==> config.mk <==
export PLATFORM = sky130hd
export DESIGN_NAME = tbcr_fifo
export DESIGN_NICKNAME = d
export VERILOG_FILES = /design/src/rtl/core/tbcr_pkg.sv /design/src/rtl/core/tbcr_fifo.sv
export SDC_FILE = /design/constraint.sdc
export NUM_CORES = 1
export LEC_CHECK = 0
export ABC_AREA = 1
export BUFFER_PORTS_ARGS = -buffer_cell sky130_fd_sc_hd__buf_2
export CAP_MARGIN = 15
export CORE_MARGIN = 3
export CORE_UTILIZATION = 60
export CTS_CLUSTER_SIZE = 24
export DETAILED_ROUTE_END_ITERATION = 12
export PLACE_DENSITY = 0.81
export SLEW_MARGIN = 20
export SYNTH_ARGS = -nofsm -noshare
export SYNTH_HDL_FRONTEND = slang
export SYNTH_SLANG_ARGS = --single-unit
==> constraint.sdc <==
create_clock -name aclk -period 17.3 [get_ports aclk]
set_input_delay 5.19 -clock aclk [delete_from_list [all_inputs] [get_ports aclk]]
set_output_delay 5.19 -clock aclk [all_outputs]
set_load 0.01 [all_outputs]
==> src/rtl/core/tbcr_pkg.sv <==
`timescale 1ns / 1ps
// ----------------------------------------------------------------------------
// Two-body collision response: shared definitions
// Widths, fixed-point constants, the queue transaction format and the
// saturation helper used by the front and back halves of the datapath.
// ----------------------------------------------------------------------------
package tbcr_pkg;

    // Fixed-point formats of the normal and the restitution coefficients.
    localparam int NORM_BITS = 14;
    localparam int REST_BITS = 15;
    localparam logic [15:0] REST_ONE = 16'd32768;

    // Stream widths.
    localparam int S_DATA_W = 272;
    localparam int M_DATA_W = 256;

    // Divider: quotient bits (one stage per bit), numerator and divisor widths.
    localparam int QUOT_W = 32;
    localparam int DEN_W  = 25;
    localparam int NUM_W  = QUOT_W + DEN_W;

    // Queue depth and pointer width.
    localparam int FIFO_DEPTH = 4;
    localparam int PTR_W      = 2;

    // Back-end datapath widths.
    localparam int W_W    = 34;   // relative velocity component
    localparam int N_W    = 17;   // normal component, negation included
    localparam int DOT_W  = 52;   // dot product
    localparam int PROD_W = 51;   // velocity times normal
    localparam int DN_W   = 38;   // dot product after the normal scaling
    localparam int J_W    = 56;   // impulse before the restitution scaling
    localparam int JJ_W   = 41;   // impulse after the restitution scaling
    localparam int JN_W   = 58;   // impulse times normal
    localparam int MP_W   = 49;   // share times normal
    localparam int MV_W   = 35;   // position correction before saturation
    localparam int WIDE_W = 46;   // final sum before saturation

    // How a contact is treated.
    typedef enum logic [1:0] {
        MODE_PAIR,
        MODE_A,
        MODE_B
    } mode_t;

    // One classified contact as it travels through the queue.
    typedef struct packed {
        mode_t              mode;
        logic signed [31:0] a_vx;
        logic signed [31:0] a_vy;
        logic signed [31:0] b_vx;
        logic signed [31:0] b_vy;
        logic signed [31:0] cm_x;
        logic signed [31:0] cm_y;
        logic signed [15:0] nx;
        logic signed [15:0] ny;
        logic [30:0]        share_a;
        logic [30:0]        share_b;
        logic [15:0]        rest;
    } item_t;

    // Saturate a wide signed value to 32-bit signed.
    function automatic logic signed [31:0] sat32(input logic signed [WIDE_W-1:0] x);
        logic [WIDE_W-32:0] top;
        top = x[WIDE_W-1:31];
        if (top == '0 || top == '1) begin
            return x[31:0];
        end
        return x[WIDE_W-1] ? 32'sh8000_0000 : 32'sh7fff_ffff;
    endfunction

endpackage

==> src/rtl/core/tbcr_fifo.sv <==
`timescale 1ns / 1ps
// ----------------------------------------------------------------------------
// Two-body collision response: decoupling queue
// A short first-in first-out queue of classified contacts between the front
// and back ends.
// ----------------------------------------------------------------------------
module tbcr_fifo
    import tbcr_pkg::*;
(
    input  logic  aclk,
    input  logic  aresetn,
    input  logic  push,
    input  item_t wdata,
    output logic  full,
    input  logic  pop,
    output item_t rdata,
    output logic  empty
);

    item_t            mem [FIFO_DEPTH];
    logic [PTR_W-1:0] wr_ptr_reg;
    logic [PTR_W-1:0] rd_ptr_reg;
    logic [PTR_W:0]   count_reg;

    assign full  = (count_reg == (PTR_W+1)'(FIFO_DEPTH));
    assign empty = (count_reg == '0);
    assign rdata = mem[rd_ptr_reg];

    // Pointers and fill count.
    always_ff @(posedge aclk) begin
        if (!aresetn) begin
            wr_ptr_reg <= '0;
            rd_ptr_reg <= '0;
            count_reg  <= '0;
        end else begin
            if (push) begin
                wr_ptr_reg <= wr_ptr_reg + 1'b1;
            end
            if (pop) begin
                rd_ptr_reg <= rd_ptr_reg + 1'b1;
            end
            if (push && !pop) begin
                count_reg <= count_reg + 1'b1;
            end else if (pop && !push) begin
                count_reg <= count_reg - 1'b1;
            end
        end
    end

    // Storage.
    always_ff @(posedge aclk) begin
        if (push) begin
            mem[wr_ptr_reg] <= wdata;
        end
    end

endmodule

* After elaboration in Yosys (flattened, before gate mapping)
Memory sizes are Yosys's and may differ from the RTL's. A register that Yosys moved wholly into a read port is not among the register bits. Cells that the tools add are included.
Cells by class: add/subtract/negate cells 4, eq/ne operators 1, muxes and demuxes 6, reduce and logical (&&, ||, !) cells 6
Operators with widths (number):
- 2-to-1 mux 3 bit | 2
- adder 2 x 1 -> 2 bit, second input constant | 2
- 2-to-1 mux 2 bit | 2
- adder 3 x 1 -> 3 bit, second input constant | 1
- == test 3 bit, second input constant | 1
- logical NOT 3 bit | 1
- subtractor 3 x 1 -> 3 bit, second input constant | 1
- logical AND 1 bit | 2
- logical NOT 1 bit | 2
- 2-to-1 mux 1 bit | 2
- nonzero test 2 bit | 1
Word-level totals: register bits after elaboration 7, RAM bits 1216, input port bits 308, output and inout port bits 306, memories kept 1
Memories:
- mem | words 4, width 304, read ports 1, clocked after Yosys merged registers in 1, wr ports 1, RTL line tbcr_fifo.sv:20 | item_t mem [FIFO_DEPTH];

* Depth between registers and ports, before layout
depth after elaboration 4, gate-level depth with buffers 10, mapped depth without buffers 10

* Worst setup path after synthesis
No wires, ideal clock.
kind input to register, start point in push, end point mem mem[0][0] (netlist bit) (enable), arrival time 11.047 ns, required time 16.646 ns, setup slack 5.599 ns, cell stages on the path 2, path buffers 0, cells stage by stage nand2_1 -> inv_1
Between the ends: longest elaborated chain between the ends 2
Ends and longest elaborated chain:
- start: declaration | RTL line tbcr_fifo.sv:12 | input logic push,
- 2-to-1 mux 1 bit | RTL line tbcr_fifo.sv:52 | if (push) begin
- 2-to-1 mux 1 bit (not written as such) | RTL line tbcr_fifo.sv:53 | mem[wr_ptr_reg] <= wdata;
- end: declaration | RTL line tbcr_fifo.sv:20
Every way passes these cells.

==> impl_summary.log <==
INFO  metric run_status = finished, final reports clean
INFO  metric p_switching = 1.478 mW
INFO  metric seq_area_frac_synth = about 80%
INFO  metric crit_type = register to output pin
INFO  metric combinationalPowerShare = around 9.0%
INFO  metric post-route-period-util = between 50 and 60%
INFO  metric ys_warn_count = 0
INFO  metric detailedRoute.firstPassIterationCount = 8
INFO  metric stdcell_area = roughly 53000 sq um
INFO  metric cp-end-kind = output pin
INFO  metric setup_violations = 0
INFO  metric netlist.top_cell.by_area = edfxtp_1
INFO  metric post_route_cells_drive_above_1_share = approximately 22%
INFO  metric timing.critical_path.from_type = register
INFO  metric sw_frac_of_total = a little under a quarter
INFO  metric vias_in_the_first_global_route = 26403
INFO  metric post-layout-total-power = about 6.5 mW
INFO  metric post_cts_hold_buffer_count = 0
INFO  metric cpLargestDelayFamily = buffers and inverters
INFO  metric fillers = roughly 4600
INFO  metric timing_hold_violations_final = 0
INFO  metric holdCritPathClass = register to register
INFO  metric tritoncts.num_buffers = about 120
INFO  metric coreArea = about 75000 sq um
INFO  metric setup_total_negative_slack = 0 ns
INFO  metric synthesis.instances = approximately 3000
INFO  metric worstReg2RegStart = wr_ptr_reg[0]$_SDFFE_PN0P_
INFO  metric stdcell_count = about 4700
INFO  metric max_stage_delay = around 0.93 ns
INFO  metric post-cts-setup-buffers = 0
INFO  metric post_detailed_route_via_to_cell_ratio = roughly 6
INFO  metric drt_iter0_drc = roughly 2800
INFO  metric die_x = 280.6 um
INFO  metric number_of_drc_violations_after_detailed_routing = 0
INFO  metric top_level_ports = approximately 600
INFO  metric path_max_fanout = slightly above 90
INFO  metric max-slew-margin-rel = 19.50%
INFO  metric power_frac_seq = between 50% and 60%
INFO  metric grt_pass1_wl = 155400 um
INFO  metric design.die.area = around 80000 sq um
INFO  metric clkSinkCount = ~1200
INFO  metric clock_skew = 0.03324 ns
INFO  metric ys_ff_latch = approximately 1200
INFO  metric multi_input_comb_area = ~7400 sq um
INFO  metric hold_depth = 1
INFO  metric regToRegEndpoint = mem[3][180]$_DFFE_PP_
INFO  metric largest_reg_flops = between 1000 and 1500
INFO  metric grt_overflow = 0
INFO  metric worst_skew_pair.late_latency = approximately 0.66 ns
INFO  metric crit_slowest_cell = dfxtp_4
INFO  metric totalWireLength = around 110000 um
INFO  metric postSynthAreaPerCell = around 15 sq um
INFO  metric place_area = between 40000 and 50000 sq um
INFO  metric most_frequent_cells_in_the_layout = edfxtp_1 (1216), nor2_1 (613), buf_2 (613)
INFO  metric gpl.final_weighted_congestion = ~0.79
INFO  metric start_util = between 60 and 70%
INFO  metric critPathRequiredTime = around 12 ns
INFO  metric power_dens_cells = ~120 nW/um^2
INFO  metric synth_largest_type_area_fraction = between 80% and 90%
INFO  metric clock_tree.root_cell = clkbuf_16
INFO  metric syn_nets = 3312
INFO  metric rrSetupSlack = around 14 ns
INFO  metric max-cap-violations = 0
INFO  metric number_of_antenna_violations_at_the_first_check_in_global_routing = 60
INFO  metric ctsResizeCount = 0
INFO  metric max_freq = about 110 MHz
INFO  metric hpwl = 59260 um
INFO  metric fp.dieH = 280.6 um
INFO  metric tritoncts = built
INFO  metric cp_data_arrival_time = between 4 and 5 ns
INFO  metric mappedNetlistArea = 45240 sq um
INFO  metric portBuffers = between 600 and 700
INFO  metric cell_internal_pwr = ~5 mW
INFO  metric cts-root-to-sink-buffers = 3
INFO  metric drtAntennaViolNets = 0
INFO  metric period_needed = about 9 ns
INFO  metric timing.critical_path.buf_inv = 3
INFO  metric cell_with_the_most_instances_on_the_worst_path = buf_4
INFO  metric ir_worst_vdd = 0.09884 mV
INFO  metric area_delta_synth_final = 16.26%
INFO  metric clock_network_fraction_of_design_power = between 30 and 40%
INFO  metric final_nets = around 3900
INFO  metric routedWlPerCell = around 23 um
INFO  metric cts-htree-levels = 3
INFO  metric row_count = 100
INFO  metric grt_start_max_net_pins = roughly 350
INFO  metric cp_cell_sequence = buf_4 > buf_4 > o21ai_0 > o22ai_1 > buf_2
INFO  metric grt_setup_unrepaired = no
INFO  metric final_max_slew_viol_count = 0
INFO  metric actual_transition_at_the_worst_max_transition_pin = around 1.2 ns
INFO  metric mostFrequentLayoutCell = edfxtp_1
INFO  metric clk_transition_reported_paths = 0.06 ns
INFO  metric placedCellCount = 4400
INFO  metric worst-r2r-cell-count = 5
INFO  metric yosysUniqueCellTypes = 22
INFO  metric route.vias.total = about 28000
INFO  metric total_leakage_power = 18.12 nW
INFO  metric gr-usage-all-layers = between 20 and 30%
INFO  metric synthTopCellsByArea = edfxtp_1 (81%), o21ai_0 (6.4%), nor2_1 (5.1%), o22ai_1 (4.2%), clkbuf_1 (1.0%)
INFO  metric regArea = roughly 37000 sq um
INFO  metric holdCritStartpoint = rd_ptr_reg[1]$_SDFFE_PN0P_
layout make-up:
| type | instances | share of cell area (%) |
|---|---|---|
| clock inverters | 60 | 1.265 |
| repair buffers | 635 | 6.265 |
| inverters | 17 | 0.2426 |
| flip-flops and latches | 1225 | 69.78 |
| clock buffers | 143 | 5.752 |
| well taps | 969 | 2.305 |
| multi-input cells | 1554 | 14.13 |
| diodes | 55 | 0.2617 |
cells in the mapped netlist, drive strengths merged:
cell type  number
edfxtp       1216
o21ai         614
nor2          613
o22ai         304
clkbuf        124
buf            78
inv            17
dfxtp           9
nand2           9
ha              5
a21oi           4
nor3            2
fa              1
nand3           1
nand4           1
layer usage:
| metal | routed length (um) | track usage [%] | vias to the layer above |
|---|---|---|---|
| met3 | 9735 | 6.948 | 303 |
| met4 | 5012 | 12.42 | 26 |
| met5 | 147 | 0 | - |
| li1 | - | - | 12542 |
| met1 | 38090 | 32.19 | 13679 |
| met2 | 53370 | 42.66 | 1322 |
per-stage QoR:
stage                     hold WS (ns)  setup WS, ns  util (%)
after global routing            0.4929         7.871     70.47
after global placement          0.4478         8.811     65.40
final                           0.4590         8.093     70.54
after CTS                       0.4623         8.112     70.35
after detailed placement        0.4404         8.862     65.40
after floorplan                 0.4115         5.599         -
worst max path at each step:
stage,startpoint,endpoint,slack (ns),cells past startpoint
2_1_floorplan,push,mem[0][0]$_DFFE_PP_,5.60,2
3_3_place_gp,register,rdata[251],8.81,5
3_5_place_dp,register,rdata[144],8.86,5
4_1_cts,register,rdata[191],8.11,5
5_1_grt,register,rdata[144],7.87,5
6_report,register,rdata[191],8.09,5
cell families after synthesis:
kind of cell / Yosys count / share of synthesized area, %
fa+ha+maj: 6 / 0.1825
flops: 1225 / 81.10
buf+inv: 219 / 2.467
simple gates: 626 / 5.207
compound gates: 922 / 11.04
power by group through the flow:
stage	clock network, mW	logic (mW)	registers, mW
finish	2.44	0.580	3.43
global route	2.60	0.626	3.44
CTS	2.47	0.579	3.43
detailed placement	0	0.572	3.49
global placement	0	0.559	3.49
floorplan	0	0.313	3.51
No activity file was read; power rests on OpenSTA's default activity.
